--- src/rtl/core/rational_arith_reduce_defines.svh ---
// ----------------------------------------------------------------------------
// rational_arith_reduce_defines
// assertion macros shared by the fraction reduction core
// ----------------------------------------------------------------------------
`ifndef RATIONAL_ARITH_REDUCE_DEFINES_SVH
`define RATIONAL_ARITH_REDUCE_DEFINES_SVH

// same-cycle implication, checked out of reset
`define RAR_ASSERT_IMPL(name, clk, rst_n, ante, cons) \
    name: assert property (@(posedge clk) disable iff (!rst_n) (ante) |-> (cons)) \
        else $error("rational_arith_reduce: same-cycle check failed");

// next-cycle implication, checked out of reset
`define RAR_ASSERT_NEXT(name, clk, rst_n, ante, cons) \
    name: assert property (@(posedge clk) disable iff (!rst_n) (ante) |=> (cons)) \
        else $error("rational_arith_reduce: next-cycle check failed");

`endif

--- src/rtl/core/rar_pkg.sv ---
// ----------------------------------------------------------------------------
// rar_pkg
// types and constants of the fraction arithmetic and reduction core
// ----------------------------------------------------------------------------
package rar_pkg;

    localparam int RAR_OPERAND_WIDTH = 16;
    localparam int RAR_RES_NUM_W     = 33;
    localparam int RAR_RES_DEN_W     = 31;
    localparam int RAR_M_DATA_W      = ((RAR_RES_NUM_W + RAR_RES_DEN_W + 1 + 7) / 8) * 8;

    typedef enum logic [1:0] {
        OP_ADD = 2'd0,
        OP_SUB = 2'd1,
        OP_MUL = 2'd2,
        OP_DIV = 2'd3
    } rar_op_t;

    typedef enum logic [7:0] {
        S_IDLE   = 8'b0000_0001,
        S_MUL    = 8'b0000_0010,
        S_SETUP  = 8'b0000_0100,
        S_TWOS   = 8'b0000_1000,
        S_REDUCE = 8'b0001_0000,
        S_DIVN   = 8'b0010_0000,
        S_DIVD   = 8'b0100_0000,
        S_OUT    = 8'b1000_0000
    } rar_state_t;

endpackage

--- src/rtl/core/rational_arith_reduce.sv ---
// ----------------------------------------------------------------------------
// rational_arith_reduce: signed fraction add/sub/mul/div reduced to lowest terms
// from input to result valid: cross products, setup, stripping of k common factors
// of two, g binary gcd steps on one shared subtractor, then two restoring divisions
// of 2*OPERAND_WIDTH steps each; a zero result skips to output, an error goes straight there
// one transaction at a time, next accepted in the cycle after the result register loads,
// a result left waiting holds the core; sync reset clears state and the output valid
// ----------------------------------------------------------------------------
`include "rational_arith_reduce_defines.svh"

module rational_arith_reduce
    import rar_pkg::*;
#(
    parameter int  OPERAND_WIDTH = RAR_OPERAND_WIDTH,
    localparam int S_DATA_W      = ((2 + 4 * OPERAND_WIDTH + 7) / 8) * 8
) (
    input  logic                    aclk,
    input  logic                    aresetn,
    input  logic                    s_tvalid,
    output logic                    s_tready,
    // req_type, left_num, left_den, right_num, right_den
    input  logic [S_DATA_W-1:0]     s_tdata,
    output logic                    m_tvalid,
    input  logic                    m_tready,
    // result_num, result_den, status
    output logic [RAR_M_DATA_W-1:0] m_tdata
);

    localparam int W  = OPERAND_WIDTH;
    localparam int PW = 2 * W;
    localparam int NW = 2 * W + 1;
    localparam int MW = 2 * W;
    localparam int CW = $clog2(MW);
    localparam int XN = (MW > RAR_RES_NUM_W) ? MW : RAR_RES_NUM_W;
    localparam int XD = (MW > RAR_RES_DEN_W) ? MW : RAR_RES_DEN_W;
    localparam int PAD_W = RAR_M_DATA_W - RAR_RES_NUM_W - RAR_RES_DEN_W - 1;

    rar_state_t state_reg, state_next;
    rar_op_t    op_reg, op_next;
    logic signed [W-1:0]  a_reg, a_next, b_reg, b_next, c_reg, c_next, d_reg, d_next;
    logic signed [PW-1:0] prod_reg, prod_next;
    logic signed [NW-1:0] n_reg, n_next;
    logic signed [PW-1:0] q_reg, q_next;
    logic [MW-1:0] u_reg, u_next, v_reg, v_next;
    logic [MW-1:0] nq_reg, nq_next, dq_reg, dq_next, rem_reg, rem_next;
    logic [CW-1:0] cnt_reg, cnt_next;
    logic neg_reg, neg_next, err_reg, err_next, zero_reg, zero_next;
    logic m_tvalid_reg, m_tvalid_next;
    logic [RAR_M_DATA_W-1:0] m_tdata_reg, m_tdata_next;

    rar_op_t             s_op;
    logic signed [W-1:0] s_a, s_b, s_c, s_d;
    logic signed [W-1:0] mul_x, mul_y;
    logic [MW:0]         sub_a, sub_b, diff;
    logic                dvd_msb, div_last;
    logic signed [NW-1:0] n_abs;
    logic signed [PW-1:0] q_abs;
    logic [XN-1:0]       num_x, num_s;
    logic [XD-1:0]       den_x;
    logic [RAR_RES_NUM_W-1:0] res_num;
    logic [RAR_RES_DEN_W-1:0] res_den;
    logic                res_status;

    assign s_op = rar_op_t'(s_tdata[1:0]);
    assign s_a  = s_tdata[2 +: W];
    assign s_b  = s_tdata[2 + W +: W];
    assign s_c  = s_tdata[2 + 2 * W +: W];
    assign s_d  = s_tdata[2 + 3 * W +: W];

    assign s_tready = (state_reg == S_IDLE);
    assign m_tvalid = m_tvalid_reg;
    assign m_tdata  = m_tdata_reg;

    // product operand selection
    always_comb begin
        case (cnt_reg[1:0])
            2'd0: begin
                mul_x = a_reg;
                mul_y = (op_reg == OP_MUL) ? c_reg : d_reg;
            end
            2'd1: begin
                mul_x = b_reg;
                mul_y = (op_reg == OP_MUL) ? d_reg : c_reg;
            end
            default: begin
                mul_x = b_reg;
                mul_y = d_reg;
            end
        endcase
    end

    // shared subtractor: gcd reduction and restoring division
    assign dvd_msb  = (state_reg == S_DIVN) ? nq_reg[MW-1] : dq_reg[MW-1];
    assign div_last = (cnt_reg == CW'(MW - 1));
    always_comb begin
        if (state_reg == S_DIVN || state_reg == S_DIVD) begin
            sub_a = {rem_reg, dvd_msb};
        end else begin
            sub_a = {1'b0, u_reg};
        end
        sub_b = {1'b0, v_reg};
    end
    assign diff = sub_a - sub_b;

    assign n_abs = n_reg[NW-1] ? -n_reg : n_reg;
    assign q_abs = q_reg[PW-1] ? -q_reg : q_reg;

    // result assembly
    always_comb begin
        num_x = XN'(nq_reg);
        num_s = neg_reg ? (~num_x + XN'(1)) : num_x;
        den_x = XD'(dq_reg);
        if (err_reg) begin
            res_num    = '0;
            res_den    = '0;
            res_status = 1'b1;
        end else if (zero_reg) begin
            res_num    = '0;
            res_den    = RAR_RES_DEN_W'(1);
            res_status = 1'b0;
        end else begin
            res_num    = num_s[RAR_RES_NUM_W-1:0];
            res_den    = den_x[RAR_RES_DEN_W-1:0];
            res_status = 1'b0;
        end
    end

    always_comb begin
        state_next    = state_reg;
        op_next       = op_reg;
        a_next        = a_reg;
        b_next        = b_reg;
        c_next        = c_reg;
        d_next        = d_reg;
        prod_next     = mul_x * mul_y;
        n_next        = n_reg;
        q_next        = q_reg;
        u_next        = u_reg;
        v_next        = v_reg;
        nq_next       = nq_reg;
        dq_next       = dq_reg;
        rem_next      = rem_reg;
        cnt_next      = cnt_reg;
        neg_next      = neg_reg;
        err_next      = err_reg;
        zero_next     = zero_reg;
        m_tvalid_next = m_tvalid_reg;
        m_tdata_next  = m_tdata_reg;

        if (m_tvalid_reg && m_tready) begin
            m_tvalid_next = 1'b0;
        end

        unique case (state_reg)
            S_IDLE: begin
                if (s_tvalid) begin
                    op_next   = s_op;
                    a_next    = s_a;
                    b_next    = s_b;
                    c_next    = s_c;
                    d_next    = s_d;
                    cnt_next  = '0;
                    zero_next = 1'b0;
                    err_next  = (s_b == '0) || (s_d == '0) || (s_op == OP_DIV && s_c == '0);
                    if ((s_b == '0) || (s_d == '0) || (s_op == OP_DIV && s_c == '0)) begin
                        state_next = S_OUT;
                    end else begin
                        state_next = S_MUL;
                    end
                end
            end
            S_MUL: begin
                cnt_next = cnt_reg + CW'(1);
                case (cnt_reg[1:0])
                    2'd1: n_next = {prod_reg[PW-1], prod_reg};
                    2'd2: begin
                        case (op_reg)
                            OP_ADD:  n_next = n_reg + {prod_reg[PW-1], prod_reg};
                            OP_SUB:  n_next = n_reg - {prod_reg[PW-1], prod_reg};
                            default: q_next = prod_reg;
                        endcase
                    end
                    2'd3: begin
                        if (op_reg == OP_ADD || op_reg == OP_SUB) begin
                            q_next = prod_reg;
                        end
                        state_next = S_SETUP;
                    end
                    default: ;
                endcase
            end
            S_SETUP: begin
                u_next    = n_abs[MW-1:0];
                v_next    = q_abs[MW-1:0];
                neg_next  = n_reg[NW-1] ^ q_reg[PW-1];
                zero_next = (n_reg == '0);
                if (n_reg == '0) begin
                    state_next = S_OUT;
                end else begin
                    state_next = S_TWOS;
                end
            end
            S_TWOS: begin
                // strip common factors of two from both terms
                if (u_reg[0] || v_reg[0]) begin
                    nq_next    = u_reg;
                    dq_next    = v_reg;
                    state_next = S_REDUCE;
                end else begin
                    u_next = u_reg >> 1;
                    v_next = v_reg >> 1;
                end
            end
            S_REDUCE: begin
                if (u_reg == '0 || v_reg == '0) begin
                    if (v_reg == '0) begin
                        v_next = u_reg;
                    end
                    cnt_next   = '0;
                    rem_next   = '0;
                    state_next = S_DIVN;
                end else if (!u_reg[0]) begin
                    u_next = u_reg >> 1;
                end else if (!v_reg[0]) begin
                    v_next = v_reg >> 1;
                end else if (diff[MW]) begin
                    u_next = v_reg;
                    v_next = u_reg;
                end else begin
                    u_next = diff[MW-1:0];
                end
            end
            S_DIVN, S_DIVD: begin
                if (!diff[MW]) begin
                    rem_next = diff[MW-1:0];
                end else begin
                    rem_next = sub_a[MW-1:0];
                end
                if (state_reg == S_DIVN) begin
                    nq_next = {nq_reg[MW-2:0], ~diff[MW]};
                end else begin
                    dq_next = {dq_reg[MW-2:0], ~diff[MW]};
                end
                cnt_next = cnt_reg + CW'(1);
                if (div_last) begin
                    cnt_next   = '0;
                    rem_next   = '0;
                    state_next = (state_reg == S_DIVN) ? S_DIVD : S_OUT;
                end
            end
            S_OUT: begin
                if (!m_tvalid_reg || m_tready) begin
                    m_tvalid_next = 1'b1;
                    m_tdata_next  = {{PAD_W{1'b0}}, res_status, res_den, res_num};
                    state_next    = S_IDLE;
                end
            end
            default: state_next = S_IDLE;
        endcase
    end

    always_ff @(posedge aclk) begin
        if (!aresetn) begin
            state_reg    <= S_IDLE;
            m_tvalid_reg <= 1'b0;
        end else begin
            state_reg    <= state_next;
            m_tvalid_reg <= m_tvalid_next;
        end
    end

    always_ff @(posedge aclk) begin
        op_reg      <= op_next;
        a_reg       <= a_next;
        b_reg       <= b_next;
        c_reg       <= c_next;
        d_reg       <= d_next;
        prod_reg    <= prod_next;
        n_reg       <= n_next;
        q_reg       <= q_next;
        u_reg       <= u_next;
        v_reg       <= v_next;
        nq_reg      <= nq_next;
        dq_reg      <= dq_next;
        rem_reg     <= rem_next;
        cnt_reg     <= cnt_next;
        neg_reg     <= neg_next;
        err_reg     <= err_next;
        zero_reg    <= zero_next;
        m_tdata_reg <= m_tdata_next;
    end

    // gcd never loses its nonzero term, divisor is the odd part of the gcd
    `RAR_ASSERT_IMPL(a_reduce_v_nonzero, aclk, aresetn, state_reg == S_REDUCE, v_reg != '0)
    `RAR_ASSERT_IMPL(a_div_odd, aclk, aresetn, (state_reg == S_DIVN) || (state_reg == S_DIVD), v_reg[0])
    `RAR_ASSERT_IMPL(a_div_rem, aclk, aresetn, (state_reg == S_DIVN) || (state_reg == S_DIVD), rem_reg < v_reg)
    `RAR_ASSERT_IMPL(a_status_den, aclk, aresetn, m_tvalid_reg, m_tdata_reg[RAR_RES_NUM_W + RAR_RES_DEN_W] == (m_tdata_reg[RAR_RES_NUM_W +: RAR_RES_DEN_W] == '0))
    `RAR_ASSERT_NEXT(a_err_to_out, aclk, aresetn, (state_reg == S_IDLE) && s_tvalid && (s_tdata[2 + W +: W] == '0), state_reg == S_OUT)

endmodule
--- config.mk ---
export PLATFORM = sky130hd
export DESIGN_NAME = rational_arith_reduce
export DESIGN_NICKNAME = d
export VERILOG_FILES = /design/src/rtl/core/rar_pkg.sv /design/src/rtl/core/rational_arith_reduce.sv
export VERILOG_INCLUDE_DIRS = /design/src /design/src/rtl/core
export SDC_FILE = /design/constraint.sdc
export NUM_CORES = 2
export LEC_CHECK = 0
export ABC_AREA = 1
export BUFFER_PORTS_ARGS = -buffer_cell sky130_fd_sc_hd__buf_2
export CAP_MARGIN = 20
export CORE_MARGIN = 4
export CORE_UTILIZATION = 64
export DETAILED_ROUTE_END_ITERATION = 16
export GPL_TIMING_DRIVEN = 0
export PLACE_DENSITY = 0.82
export SLEW_MARGIN = 20
export SYNTH_ARGS = -nofsm -noshare
export SYNTH_HDL_FRONTEND = slang
export SYNTH_SLANG_ARGS = --single-unit
--- constraint.sdc ---
create_clock -name aclk -period 9.3 [get_ports aclk]
set_input_delay 0.465 -clock aclk [delete_from_list [all_inputs] [get_ports aclk]]
set_output_delay 0.465 -clock aclk [all_outputs]
set_load 0.03 [all_outputs]
==> results.md <==
Critical path:
- The required time at the endpoint of the critical path is 9.79 ns.
- In this run the critical register-to-register path is launched from cnt_reg[1]$_DFFE_PP_.
- The worst register-to-register path has a setup slack of 1.04 ns.
- STA classifies the critical path startpoint as a register.
- On the worst path, the slowest cell contributes a delay of 0.83 ns.
- The endpoint identified for the worst register-to-register timing path is prod_reg[31]$_DFF_P_.
- The largest fanout of any net on the critical path is 10.
- The endpoint class of the critical path is a register.
- The data arrival at the endpoint of the critical path is 8.76 ns.
- The count of buffering cells on the critical path with inverters included is 8.
- The family with the most delay on the worst path is adder cells.
- The largest individual stage delay along the critical path comes from the cell sky130_fd_sc_hd__a21boi_0.
- The start-to-end type of the worst setup path is register to register.
- The worst register-to-register path has a depth of 27.
- In this design, the critical path's most frequently occurring cell is sky130_fd_sc_hd__inv_1.

Clocking:
- For the worst-skew pair, the clock arrives at the later sink with an insertion delay of 0.61 ns.
- Buffers inserted during clock tree synthesis total 45.
- Once the clock tree was built, the setup fixing pass inserted 0 buffers.
- Once the clock tree was built, the resizer swapped 0 gates to a different size.
- Counting along the longest clock path gives a buffer depth of 3.
- The root buffer cell is sky130_fd_sc_hd__clkbuf_16.
- Clock-pin slew was measured on the worst setup and hold paths at 0.06 ns.
- The number of H-tree branching levels is 2.
- For this design, the CTS-stage hold fixing added 0 buffers.
- TritonCTS built the clock tree.
- Counting every sink on the clock net gives 405.

Timing:
- In the finished design, the share of the clock period the worst path needs comes to 0.889.
- The setup violation total in the final timing report is 0.
- The maximum achievable frequency is 121 MHz.
- The tightest hold margin is 0.0585 ns.
- For the final routed database, the setup TNS stands at 0 ns.
- The number of pins exceeding their max-slew limit in the final report is 0.
- Setup repair after global routing left no endpoint under its margin.
- For the pin with the worst max-slew slack, the measured transition is 1.22 ns.
- The final clock skew is 0.0422 ns.
- The smallest clock period supported by the final layout is computed as 8.26 ns.
- The final-report hold violation count is 0.
- The remaining max-slew budget at the tightest pin is 0.188.

Finish:
- Compared with the post-synthesis result, the final layout area differs by 9.20%.
- The number of inserted filler cells in the final layout is 4402.
- Of the cells placed in the final design, the portion with a size suffix greater than 1 is 0.0791.
- The number of flip-flops in the largest register is 65.
- Summing all flip-flop and latch instances after layout gives 0.0118 mm2.
- The number of nets in the final layout is 5178.
- The multi-input gate area in the final layout is 0.0200 mm2.

Route:
- The pre-antenna-repair detailed-routing pass consisted of 7 iterations.
- For this block, the initial DRC count from the detailed router was 4502.
- The vias per cell is 6.01.
- For this run, design rule violations remaining after detail routing come to 0.
- The final antenna-violating net count is 0.
- After detailed routing, the total wire length is 119 mm.
- The via total after detailed routing is 32500.
- After detailed routing, the average wire length per cell comes to 22.0 um.

Worst hold path:
- Counting instances, the worst hold path has a depth of 1.
- In this run the worst hold path is classified as input port to register.
- The terminating pin of the worst hold path is a_reg[13]$_DFFE_PP_.
- The startpoint identified for the worst hold timing path is s_tdata[15].

Floorplan:
- The count of standard-cell rows is 85.
- The area of the core is 0.0542 mm2.
- The floorplan step set the die width to 243 um.
- For this configuration, the core starts out at a cell density of 0.652.
- Pin placement for this block handled 150 I/O pins.
- The die height is 243 um.
- The die covers 0.0591 mm2.

GRT:
- The global-route wire length before repair is 182 mm.
- The total congestion overflow is 0.
- The largest net degree at the start of global routing is 33.
- The number of antenna violations at the first check in global routing is 2.
- The number of global-route vias before repair was 31600.
- The global routing usage summed across all routing layers is 0.399.

Logic synthesis:
- The fraction of synthesis flops using an asynchronous set or reset pin is 0.
- For this run, the register share of the synthesized area comes to 0.332.
- The number of instances in the synthesized netlist is 4483.
- The area fraction of the dominant cell type after synthesis is 0.309.
- The yosys synthesis warning count is 0.
- Counting flops and latches in the post-synthesis netlist gives 405.
- The number of enable flip-flop cells after synthesis is 364.
- The average instance area after synthesis is 7.89 um2.
- By area the synthesized netlist is led by sky130_fd_sc_hd__edfxtp_1 (31%), sky130_fd_sc_hd__fa_1 (15%), sky130_fd_sc_hd__nand2_1 (11%).
- By instance count, the leading cell after synthesis is sky130_fd_sc_hd__nand2_1.
- In this run the cell area of the synthesized design comes to 0.0354 mm2.
- Summed over all instances, the cell type with the most area after synthesis is sky130_fd_sc_hd__edfxtp_1.
- Counting instances in the post-synthesis netlist gives the leading cell types as sky130_fd_sc_hd__nand2_1 (1065), sky130_fd_sc_hd__inv_1 (800), sky130_fd_sc_hd__nor2_1 (450).
- The most used flip-flop cell after synthesis is sky130_fd_sc_hd__edfxtp_1.
- Synthesis instantiated 62 different standard cells from the library.

Place:
- The estimated wirelength of the detail-placed design is 96.1 mm.
- Port buffering added 136 buffers.
- Routability-driven placement finished with a final weighted congestion of 1.02.

Status:
- The flow ran to the end, and the final reports show no timing, DRC or antenna violations.

Flow run:
- The count of maximum capacitance violations is 0.
## layer usage
metal  track usage  wire length, um  up-vias
met5             0                0        -
met4         0.230             8740        0
met3        0.0830            13100      465
met2         0.640            54000     2170
met1         0.504            43200    15100
li1              -                -    14800
## cells in the final DEF, fill, tap and decap left out, drive strengths merged, types with 8 or more instances in the layout
master	Yosys	final
nand2	1099	1099
inv	811	815
nor2	457	457
edfxtp	364	364
nand3	293	293
fa	264	264
a21oi	246	246
o21ai	244	244
buf	60	206
ha	155	155
clkbuf	68	122
nand4	63	63
xor2	60	60
nor3	50	50
dfxtp	41	41
xnor2	38	38
nor4	33	33
clkinv	5	23
a22oi	17	17
o21bai	17	17
or2	14	14
a31oi	13	13
a21boi	12	12
nand3b	11	11
a21o	8	8
## cells by family after synthesis
group           count (synthesis)  share of synthesized area
other cells                     1                   0.000106
xor+xnor                       98                     0.0243
buf+inv                       944                      0.104
fa+ha+maj                     419                      0.204
compound gates                590                     0.0934
flops                         405                      0.332
simple gates                 2026                      0.242
## through the flow
step,instance area [um2],setup slack (ns),utilization,instances
4_1_cts,38600,1.23,0.712,5412
3_3_place_gp,37000,0.836,0.681,5321
6_report,38600,1.04,0.712,5417
5_1_grt,38600,0.758,0.712,5414
3_5_place_dp,37200,1.25,0.685,5331
2_1_floorplan,35400,2.58,-,4489
## area by class of cell
cell class / instances / share of cell area
multi-input combinational: 3140 / 0.518
sequential: 405 / 0.304
inverter: 816 / 0.0793
clock buffer: 53 / 0.0305
tap: 696 / 0.0225
timing repair buffer: 147 / 0.0220
buffer: 128 / 0.0158
clock inverter: 28 / 0.00725
antenna: 4 / 0.000259
## worst max-delay path by stage
stage,end,start,depth (start not counted),slack (ns)
3_3_place_gp,q_reg[29]$_DFFE_PP_,cnt_reg[0]$_DFFE_PP_,6,0.84
2_1_floorplan,q_reg[0]$_DFFE_PP_,state_reg[6]$_SDFFE_PN0P_,5,2.58
3_5_place_dp,prod_reg[31]$_DFF_P_,cnt_reg[1]$_DFFE_PP_,27,1.25
5_1_grt,prod_reg[26]$_DFF_P_,cnt_reg[1]$_DFFE_PP_,32,0.76
6_report,prod_reg[31]$_DFF_P_,cnt_reg[1]$_DFFE_PP_,27,1.04
4_1_cts,prod_reg[31]$_DFF_P_,cnt_reg[1]$_DFFE_PP_,27,1.23
Power is not shown: default switching activity piles up to over one toggle a cycle in this logic, so the estimate is an artifact.
